--- src/rtl/lks_pkg.sv ---
`default_nettype none

package lks_pkg;

  // Width of the millisecond time base; all differences wrap at this width.
  localparam int unsigned TimeW = 32;
  localparam int unsigned CfgW  = 16;
  // Most results one input item can cause.
  localparam int unsigned MaxRes = 4;
  localparam int unsigned ResIdxW = $clog2(MaxRes);
  localparam int unsigned ResCntW = $clog2(MaxRes + 1);

  localparam logic [CfgW-1:0] PingIntervalRst   = CfgW'(500);
  localparam logic [CfgW-1:0] LinkTimeoutRst    = CfgW'(3000);
  localparam logic [CfgW-1:0] HsTimeoutRst      = CfgW'(1000);
  localparam logic [CfgW-1:0] ReconnBackoffRst  = CfgW'(1500);

  typedef enum logic [1:0] {
    MODE_TICK = 2'd0,
    MODE_ACK  = 2'd1,
    MODE_PONG = 2'd2,
    MODE_RSVD = 2'd3
  } mode_e;

  typedef enum logic [3:0] {
    ACT_NONE       = 4'd0,
    ACT_PING       = 4'd1,
    ACT_HANDSHAKE  = 4'd2,
    ACT_LOST       = 4'd3,
    ACT_HS_TIMEOUT = 4'd4,
    ACT_SWEEP      = 4'd5,
    ACT_ANIM       = 4'd6,
    ACT_KEYS       = 4'd7,
    ACT_READY      = 4'd8
  } action_e;

  typedef enum logic [1:0] {
    REG_PING_INTERVAL  = 2'd0,
    REG_LINK_TIMEOUT   = 2'd1,
    REG_HS_TIMEOUT     = 2'd2,
    REG_RECONN_BACKOFF = 2'd3
  } reg_idx_e;

  typedef struct packed {
    logic [CfgW-1:0] ping_interval;
    logic [CfgW-1:0] link_timeout;
    logic [CfgW-1:0] hs_timeout;
    logic [CfgW-1:0] reconn_backoff;
  } cfg_t;

  typedef struct packed {
    logic             connected;
    logic             hs_pending;
    logic [TimeW-1:0] ping_sent_time;
    logic [TimeW-1:0] pong_time;
    logic [TimeW-1:0] reconn_time;
    logic [TimeW-1:0] request_time;
    logic [7:0]       attempt_count;
  } state_t;

  typedef struct packed {
    action_e action;
    logic    link_up;
  } res_t;

  // All results of one input item, delivered one per transfer.
  typedef struct packed {
    res_t [MaxRes-1:0]  ents;
    logic [ResCntW-1:0] cnt;
  } bundle_t;

endpackage

`default_nettype wire

--- src/rtl/lks_if.sv ---
`default_nettype none

interface lks_evt_if;
  logic        valid;
  logic        ready;
  logic [1:0]  mode;
  logic [31:0] now_ms;

  modport source (output valid, output mode, output now_ms, input ready);
  modport sink   (input valid, input mode, input now_ms, output ready);
endinterface

interface lks_res_if;
  logic       valid;
  logic       ready;
  logic [3:0] action;
  logic       link_up;
  logic       last;

  modport source (output valid, output action, output link_up, output last, input ready);
  modport sink   (input valid, input action, input link_up, input last, output ready);
endinterface

`default_nettype wire

--- src/rtl/link_handshake_keepalive_core.sv ---
// Link keepalive and handshake supervisor.
// Events come in on evt_i: a tick, a handshake acknowledge or a pong, each
// stamped with the free-running millisecond time. Actions go out on res_o,
// one per transfer, with the link state after that action and a last flag
// on the final action caused by an event. Ticks with nothing due, pongs and
// the unused mode cause no action at all.
// An event is evaluated in the cycle it is accepted: the supervisor state
// updates at that edge and its actions are held in a result register, so
// the first action is offered in the next cycle. A tick yields at most two
// actions, an acknowledge three or four. A new event is accepted whenever
// the result register is empty or its last action transfers in the same
// cycle, so with res_o.ready high actions stream one per cycle and
// one-action events run at one per cycle; an event's accept waits for the
// previous event's remaining actions, which bounds the rate at one event
// per action delivered. When the receiver stalls, the current action holds
// and evt_i.ready drops once pending actions cannot drain. Reset clears
// the link state and timestamps and loads default intervals. The user must
// write registers via cfg_we_i only while the block is idle; not enforced.
`default_nettype none

module link_handshake_keepalive_core (
  input  var logic                      clk_i,
  input  var logic                      rst_ni,
  lks_evt_if.sink                       evt_i,
  lks_res_if.source                     res_o,
  input  var logic                      cfg_we_i,
  input  var logic [1:0]                cfg_idx_i,
  input  var logic [lks_pkg::CfgW-1:0]  cfg_wdata_i
);

  lks_pkg::cfg_t    cfg_q;
  lks_pkg::state_t  st_q;
  lks_pkg::state_t  st_d;
  lks_pkg::bundle_t bun_q;
  lks_pkg::bundle_t bun_d;
  logic [lks_pkg::ResIdxW-1:0] idx_q;

  logic res_last;
  logic res_fire;
  logic drain_done;
  logic evt_fire;

  // Configuration registers. Every 2-bit index names a register.
  always_ff @(posedge clk_i or negedge rst_ni) begin
    if (!rst_ni) begin
      cfg_q.ping_interval  <= lks_pkg::PingIntervalRst;
      cfg_q.link_timeout   <= lks_pkg::LinkTimeoutRst;
      cfg_q.hs_timeout     <= lks_pkg::HsTimeoutRst;
      cfg_q.reconn_backoff <= lks_pkg::ReconnBackoffRst;
    end else if (cfg_we_i) begin
      unique case (lks_pkg::reg_idx_e'(cfg_idx_i))
        lks_pkg::REG_PING_INTERVAL:  cfg_q.ping_interval  <= cfg_wdata_i;
        lks_pkg::REG_LINK_TIMEOUT:   cfg_q.link_timeout   <= cfg_wdata_i;
        lks_pkg::REG_HS_TIMEOUT:     cfg_q.hs_timeout     <= cfg_wdata_i;
        lks_pkg::REG_RECONN_BACKOFF: cfg_q.reconn_backoff <= cfg_wdata_i;
        default: begin
        end
      endcase
    end
  end

  // The whole decision for one event happens in this combinational step.
  lks_step u_step (
    .st_i   (st_q),
    .cfg_i  (cfg_q),
    .mode_i (evt_i.mode),
    .now_i  (evt_i.now_ms[lks_pkg::TimeW-1:0]),
    .st_o   (st_d),
    .bun_o  (bun_d)
  );

  // The output side walks the stored action list; the last flag marks the
  // final entry so the input side knows when the register frees up.
  assign res_o.valid   = (bun_q.cnt != '0);
  assign res_o.action  = bun_q.ents[idx_q].action;
  assign res_o.link_up = bun_q.ents[idx_q].link_up;
  assign res_last      = ({1'b0, idx_q} == (bun_q.cnt - 1'b1));
  assign res_o.last    = res_last;

  assign res_fire   = res_o.valid && res_o.ready;
  assign drain_done = res_fire && res_last;
  assign evt_i.ready = !res_o.valid || drain_done;
  assign evt_fire   = evt_i.valid && evt_i.ready;

  always_ff @(posedge clk_i or negedge rst_ni) begin
    if (!rst_ni) begin
      st_q  <= '0;
      bun_q <= '0;
      idx_q <= '0;
    end else begin
      if (evt_fire) begin
        // A new event replaces a fully delivered list; a quiet event leaves
        // the list empty.
        st_q  <= st_d;
        bun_q <= bun_d;
        idx_q <= '0;
      end else if (drain_done) begin
        bun_q.cnt <= '0;
        idx_q     <= '0;
      end else if (res_fire) begin
        idx_q <= idx_q + 1'b1;
      end
    end
  end

endmodule

`default_nettype wire

--- src/rtl/lks_step.sv ---
`default_nettype none

// Next state and the full result list for one event, in one pass.
module lks_step (
  input  var lks_pkg::state_t             st_i,
  input  var lks_pkg::cfg_t               cfg_i,
  input  var logic [1:0]                  mode_i,
  input  var logic [lks_pkg::TimeW-1:0]   now_i,
  output lks_pkg::state_t                 st_o,
  output lks_pkg::bundle_t                bun_o
);

  logic [lks_pkg::TimeW-1:0]   el_ping;
  logic [lks_pkg::TimeW-1:0]   el_pong;
  logic [lks_pkg::TimeW-1:0]   el_reconn;
  logic [lks_pkg::TimeW-1:0]   el_req;
  logic [lks_pkg::ResCntW-1:0] n;

  // Elapsed times wrap naturally at the time width.
  assign el_ping   = now_i - st_i.ping_sent_time;
  assign el_pong   = now_i - st_i.pong_time;
  assign el_reconn = now_i - st_i.reconn_time;
  assign el_req    = now_i - st_i.request_time;

  always_comb begin
    st_o  = st_i;
    bun_o = '0;
    n     = '0;
    unique case (lks_pkg::mode_e'(mode_i))
      lks_pkg::MODE_TICK: begin
        if (st_i.connected) begin
          if (el_ping >= lks_pkg::TimeW'(cfg_i.ping_interval)) begin
            st_o.ping_sent_time = now_i;
            bun_o.ents[n[lks_pkg::ResIdxW-1:0]] = '{action: lks_pkg::ACT_PING, link_up: 1'b1};
            n = n + 1'b1;
          end
          if ((st_i.pong_time != '0) &&
              (el_pong > lks_pkg::TimeW'(cfg_i.link_timeout))) begin
            st_o.connected      = 1'b0;
            st_o.hs_pending     = 1'b0;
            st_o.pong_time      = '0;
            st_o.ping_sent_time = '0;
            bun_o.ents[n[lks_pkg::ResIdxW-1:0]] = '{action: lks_pkg::ACT_LOST, link_up: 1'b0};
            n = n + 1'b1;
          end
        end else if (!st_i.hs_pending &&
                     (el_reconn >= lks_pkg::TimeW'(cfg_i.reconn_backoff))) begin
          st_o.hs_pending    = 1'b1;
          st_o.request_time  = now_i;
          st_o.reconn_time   = now_i;
          st_o.attempt_count = st_i.attempt_count + 8'd1;
          bun_o.ents[0] = '{action: lks_pkg::ACT_HANDSHAKE, link_up: 1'b0};
          n = n + 1'b1;
        end else if (st_i.hs_pending &&
                     (el_req > lks_pkg::TimeW'(cfg_i.hs_timeout))) begin
          st_o.hs_pending = 1'b0;
          bun_o.ents[0] = '{action: lks_pkg::ACT_HS_TIMEOUT, link_up: 1'b0};
          n = n + 1'b1;
        end
      end
      lks_pkg::MODE_ACK: begin
        if (!st_i.connected) begin
          st_o.connected      = 1'b1;
          st_o.hs_pending     = 1'b0;
          st_o.attempt_count  = '0;
          st_o.pong_time      = now_i;
          st_o.ping_sent_time = now_i;
          bun_o.ents[0] = '{action: lks_pkg::ACT_SWEEP, link_up: 1'b1};
          n = n + 1'b1;
        end
        bun_o.ents[n[lks_pkg::ResIdxW-1:0]] = '{action: lks_pkg::ACT_ANIM, link_up: 1'b1};
        n = n + 1'b1;
        bun_o.ents[n[lks_pkg::ResIdxW-1:0]] = '{action: lks_pkg::ACT_KEYS, link_up: 1'b1};
        n = n + 1'b1;
        bun_o.ents[n[lks_pkg::ResIdxW-1:0]] = '{action: lks_pkg::ACT_READY, link_up: 1'b1};
        n = n + 1'b1;
      end
      lks_pkg::MODE_PONG: begin
        st_o.pong_time = now_i;
      end
      default: begin
      end
    endcase
    bun_o.cnt = n;
  end

endmodule

`default_nettype wire
--- src/flat_wrapper.sv ---
// flat-port wrapper written by rule: the top's interface ports become plain ports
module link_handshake_keepalive_core_flat 
  (clk_i, rst_ni, cfg_we_i, cfg_idx_i, cfg_wdata_i, evt_i_valid, evt_i_mode, evt_i_now_ms, evt_i_ready, res_o_valid, res_o_action, res_o_link_up, res_o_last, res_o_ready);
  lks_evt_if evt_i_i ();
  lks_res_if res_o_i ();
  input  var logic clk_i;
  input  var logic rst_ni;
  input  var logic cfg_we_i;
  input  var logic [1:0] cfg_idx_i;
  input  var logic [lks_pkg::CfgW-1:0] cfg_wdata_i;
  input wire logic [$bits(evt_i_i.valid)-1:0] evt_i_valid;
  input wire logic [$bits(evt_i_i.mode)-1:0] evt_i_mode;
  input wire logic [$bits(evt_i_i.now_ms)-1:0] evt_i_now_ms;
  output wire logic [$bits(evt_i_i.ready)-1:0] evt_i_ready;
  output wire logic [$bits(res_o_i.valid)-1:0] res_o_valid;
  output wire logic [$bits(res_o_i.action)-1:0] res_o_action;
  output wire logic [$bits(res_o_i.link_up)-1:0] res_o_link_up;
  output wire logic [$bits(res_o_i.last)-1:0] res_o_last;
  input wire logic [$bits(res_o_i.ready)-1:0] res_o_ready;
  assign evt_i_i.valid = evt_i_valid;
  assign evt_i_i.mode = evt_i_mode;
  assign evt_i_i.now_ms = evt_i_now_ms;
  assign evt_i_ready = evt_i_i.ready;
  assign res_o_valid = res_o_i.valid;
  assign res_o_action = res_o_i.action;
  assign res_o_link_up = res_o_i.link_up;
  assign res_o_last = res_o_i.last;
  assign res_o_i.ready = res_o_ready;
  link_handshake_keepalive_core u_core (.clk_i(clk_i), .rst_ni(rst_ni), .evt_i(evt_i_i), .res_o(res_o_i), .cfg_we_i(cfg_we_i), .cfg_idx_i(cfg_idx_i), .cfg_wdata_i(cfg_wdata_i));
endmodule
--- config.mk ---
export PLATFORM = sky130hd
export DESIGN_NAME = link_handshake_keepalive_core_flat
export DESIGN_NICKNAME = d
export VERILOG_FILES = /design/src/rtl/lks_pkg.sv /design/src/rtl/lks_if.sv /design/src/rtl/link_handshake_keepalive_core.sv /design/src/rtl/lks_step.sv /design/src/flat_wrapper.sv
export SDC_FILE = /design/constraint.sdc
export NUM_CORES = 1
export LEC_CHECK = 0
export BUFFER_PORTS_ARGS = -buffer_cell sky130_fd_sc_hd__clkbuf_2
export CAP_MARGIN = 0
export CORE_UTILIZATION = 55
export DETAILED_ROUTE_END_ITERATION = 7
export GPL_ROUTABILITY_DRIVEN = 0
export PLACE_DENSITY = 0.73
export SYNTH_ARGS = -nofsm -noshare
export SYNTH_HDL_FRONTEND = slang
export SYNTH_HIERARCHICAL = 1
export SYNTH_SLANG_ARGS = --single-unit
export TNS_END_PERCENT = 1
--- constraint.sdc ---
create_clock -name clk_i -period 6.7 [get_ports clk_i]
set_input_delay 1.34 -clock clk_i [delete_from_list [all_inputs] [get_ports clk_i]]
set_output_delay 1.34 -clock clk_i [all_outputs]
set_load 0.01 [all_outputs]
======== Word-level counts from Yosys, hierarchy flattened ========
Index checks and enable logic that the tools add are counted.
word-level totals
  register bits ........................... 187
  output and inout bits ................... 8
cells by class
  $add $sub $neg .......................... 9
  magnitude comparators ................... 13
  equality and inequality tests ........... 12
  multiplexer cells ....................... 46
  bitwise operators ....................... 13
  reductions and logical operators ........ 30
operators with widths
  cell                 number
  $pmux 32 s3          1
  $sub 32x32->32       3
  $pmux 34 s2          1
  $mux 66              1
  $mux 65              1
  $ge 32x16->1         2
  $gt 32x16->1         2
  $mux 64              1
  $mux 5               9
  $demux 5 s2          4
  $pmux 20 s2          1
  $mux 32              1
  $reduce_bool 32->1   1
  $not 12->12          2
  $mux 3               7
  $mux 20              1
  $or 16x16->16        1
  $lt 2x3->1 const B   5
  $mux 15              1
  $reduce_and 5->1     3
  $add 3x1->3 const B  4
  $and 12x12->12       1
  $and 3x12->12        1
  $mux 4               3
  other kinds (30)     66

======== Logic depth before layout (Yosys ltp) ========
  depth in word-level cells ............... 14
  mapped depth ............................ 27

======== Hierarchy ========
Netlist, hierarchy kept.
modules (own cells, without submodules)
  module                         times used  cells an instance  area an instance (µm²)  seq. area each (µm²)
  lks_step                       1           1981               13330.3                 0.0
  link_handshake_keepalive_core  1           511                8754.6                  5713.0

======== Worst setup path after synthesis ========
No wires, ideal clock.
  path kind ............................... input port to flip-flop
  start ................................... input evt_i_now_ms[3]
  end ..................................... register u_core/bun_q[0] (netlist name)
  arrival ................................. 6113 ps
  data required time ...................... 6578 ps
  slack ................................... 465 ps
  stages on the path ...................... 23
  buffers on the path ..................... 2
  cells stage by stage .................... ha_1 > a21o_1 > a21oi_1 > a21oi_1 > o41ai_1 > o21bai_1 > a31oi_1 > xnor2_1 > ha_1 > a221oi_1 > o311ai_0 > nor4_1 > o311ai_0 > a311oi_1 > nand4_1 > nor4_1 > and4_1 > buf_2 > buf_1 > ha_1 > nor3_1 > a211oi_1 > a32o_1
RTL lines
  what                  line                                 source
  start, declared       flat_wrapper.sv:13                   input wire logic [$bits(evt_i_i.now_ms)-1:0] evt_i_now_ms;
  end signal, assigned  link_handshake_keepalive_core.sv:95  bun_q <= bun_d;
  end, declared         link_handshake_keepalive_core.sv:34  lks_pkg::bundle_t bun_q;

==> out/results.tsv <==
metric	value	unit
RSZ-0062 raised after global routing	no	
Die W	200	um
PnR worst setup slack	305	ps
Util after Layout	0.609	
CP Buf/Inv Count	4	
crit end category	register	
mean post-synth cell area	8.84	um^2
nets	2736	
Hold WC Path Type	register to register	
CP Class	primary input to register	
Detail Route Antenna Nets	0	
fraction of layout cells with a size suffix above 1	0.182	
CTS Buf Count	27	
grt total ovfl	0	
register area	5510	um^2
row count	72	
Post-Syn Instances	2441	
Fin. Hold Viols	0	
Num Clock Sinks	219	
MaxCap Viol Count	0	
slowest CP cell	o41ai_1	
Inst Count DP	2971	
clock transition at the registers of the reported paths	60	ps
I/O pin count	65	
Max Fclk	156	MHz
Clock Tree Buf Depth	3	
min-delay src	u_core/bun_q[16]	
final setup fails	0	
Layout area overhead	9.01	%
fillers	3305	
Residual DRC	0	
port bufs	64	
die height	200	um
Max Fanout on Critical Path	18	
multi-input logic area	14500	um^2
Worst setup startpoint	evt_i_now_ms[2]	
Synth Warn #	6	
pins over their slew limit	0	
Worst Path Arrival	6840	ps
worst endpoint required time	7140	ps
number of hold buffers added after cts	0	
largest net degree at the start of global routing	153	
FF-to-FF Start	u_core/st_q[105]	
pre-CTS setup slack	-134	ps
Worst slew margin	0.181	
initial antenna violation count	2	
power per cell area	465	nW/um^2
GRT Util Overall	0.316	
vias per cell	6.47	
final hold slack	500	ps
Clock Skew	45.0	ps
Slew @ Worst Pin	1230	ps
outcome	finished, final reports clean	
clk_lat worst skew	590	ps
H-Tree Depth	1	
Critical Path Max Stage Delay	500	ps
Synth Cell Area	21600	um^2
Vias	19600	
P_leak	10.8	nW
placeable core region	38600	um^2
CTS tree	done	
first-pass GRT wire length	103000	um
Root Buffer	clkbuf_16	
initial DRC count	1868	
fin crit period	6400	ps
total die area	40000	um^2
DRT Wirelength	64700	um
vias in the first global route	19100	
Routed WL per cell	21.4	um
kind of cell adding the most delay to the critical path	compound AO/OA/AOI/OAI gates	
post-cts repair resize count	0	
crit path launch type	primary input	
dpl hpwl	47700	um
# Post-CTS Setup Buffers	0	
VDD IR max	0.300	mV
effective utilization at floorplan	0.559	
Final Total Pwr	10.9	mW
drt pass-1 iters	7	
period utilization	0.955	
final cell count without fillers	3021	
[stage by stage]
| stage | setup TNS (ps) | area, um^2 |
|---|---|---|
| CTS | 0 | 23500 |
| global route | 0 | 23500 |
| floorplan | 0 | 21600 |
| global placement | -1150 | 22600 |
| detailed placement | -8720 | 22600 |
| finish | 0 | 23500 |
[layout make-up]
| cell class | count | share of cell area |
|---|---|---|
| sequential | 219 | 0.234 |
| tap | 518 | 0.0275 |
| timing repair buffer | 145 | 0.0447 |
| antenna | 3 | 0.000319 |
| clock buffer | 36 | 0.0314 |
| clock inverter | 11 | 0.00782 |
| inverter | 229 | 0.0365 |
| multi-input combinational | 1860 | 0.617 |
[power by group]
| group | switching (mW) | internal [mW] |
|---|---|---|
| clock network | 0.620 | 0.932 |
| registers | 0.498 | 1.86 |
| logic | 3.91 | 3.12 |
| total | 5.02 | 5.91 |
[layout by cell type, fill, tap and decap left out, drive strengths merged, types with 24 or more instances in the layout]
cell type and instances:
a211o 40, mux2i 39, nor3 27, xnor2 57, o21a 31, o21ai 126
dfstp 26, nor4b 32, a21o 38, o221a 31, a21oi 179, nor2 131
nand3 32, a22oi 31, buf 82, nand4 40, ha 193, inv 231
mux2 281, dfrtp 193, xor2 33, nand2 190, nand2b 24, clkbuf 99
[sequential cells by signal, indices dropped and copies added (netlist names)]
signal        flops
u_core/idx_q      2
u_core/st_q     130
u_core/bun_q     23
u_core/cfg_q     64
[worst register-to-register path: stages (launching register included)]
cell       delay (ps)
dfrtp_1           460
inv_1             140
ha_1              310
nor2b_1           140
o2111ai_1         270
a21oi_1           180
o41ai_1           500
o21bai_1          160
a31oi_1           250
xnor2_1           160
ha_1              260
a221oi_1          250
o311ai_0          240
nor4_1            280
o311ai_0          230
a311oi_1          330
nand4_1           130
nor4_1            330
and4_1            300
buf_12            170
inv_2              70
ha_1              190
a21oi_1           160
nor2_1             60
mux2_2            270
[worst paths after layout]
path,slack [ps],cells past startpoint,end
worst max-delay path,300,25,u_core/bun_q[10]
worst min-delay path,500,1,u_core/bun_q[16]
worst max register to register,700,24,u_core/bun_q[10]
worst min register to register,500,1,u_core/bun_q[16]
max in group asynchronous,4760,2,u_core/st_q[34]
min in group asynchronous,700,1,u_core/cfg_q[45]
[metal layers]
metal  track usage  routed length, um  up-vias  part of all wire
met4         0.131               2570        0             0.040
met5             0                  0        -                 0
met3        0.0389               4610      163             0.071
met1         0.426              27800     9521              0.43
met2         0.514              29800      864              0.46
li1              -                  -     9007                 -
(Power assumes the default switching activity.)
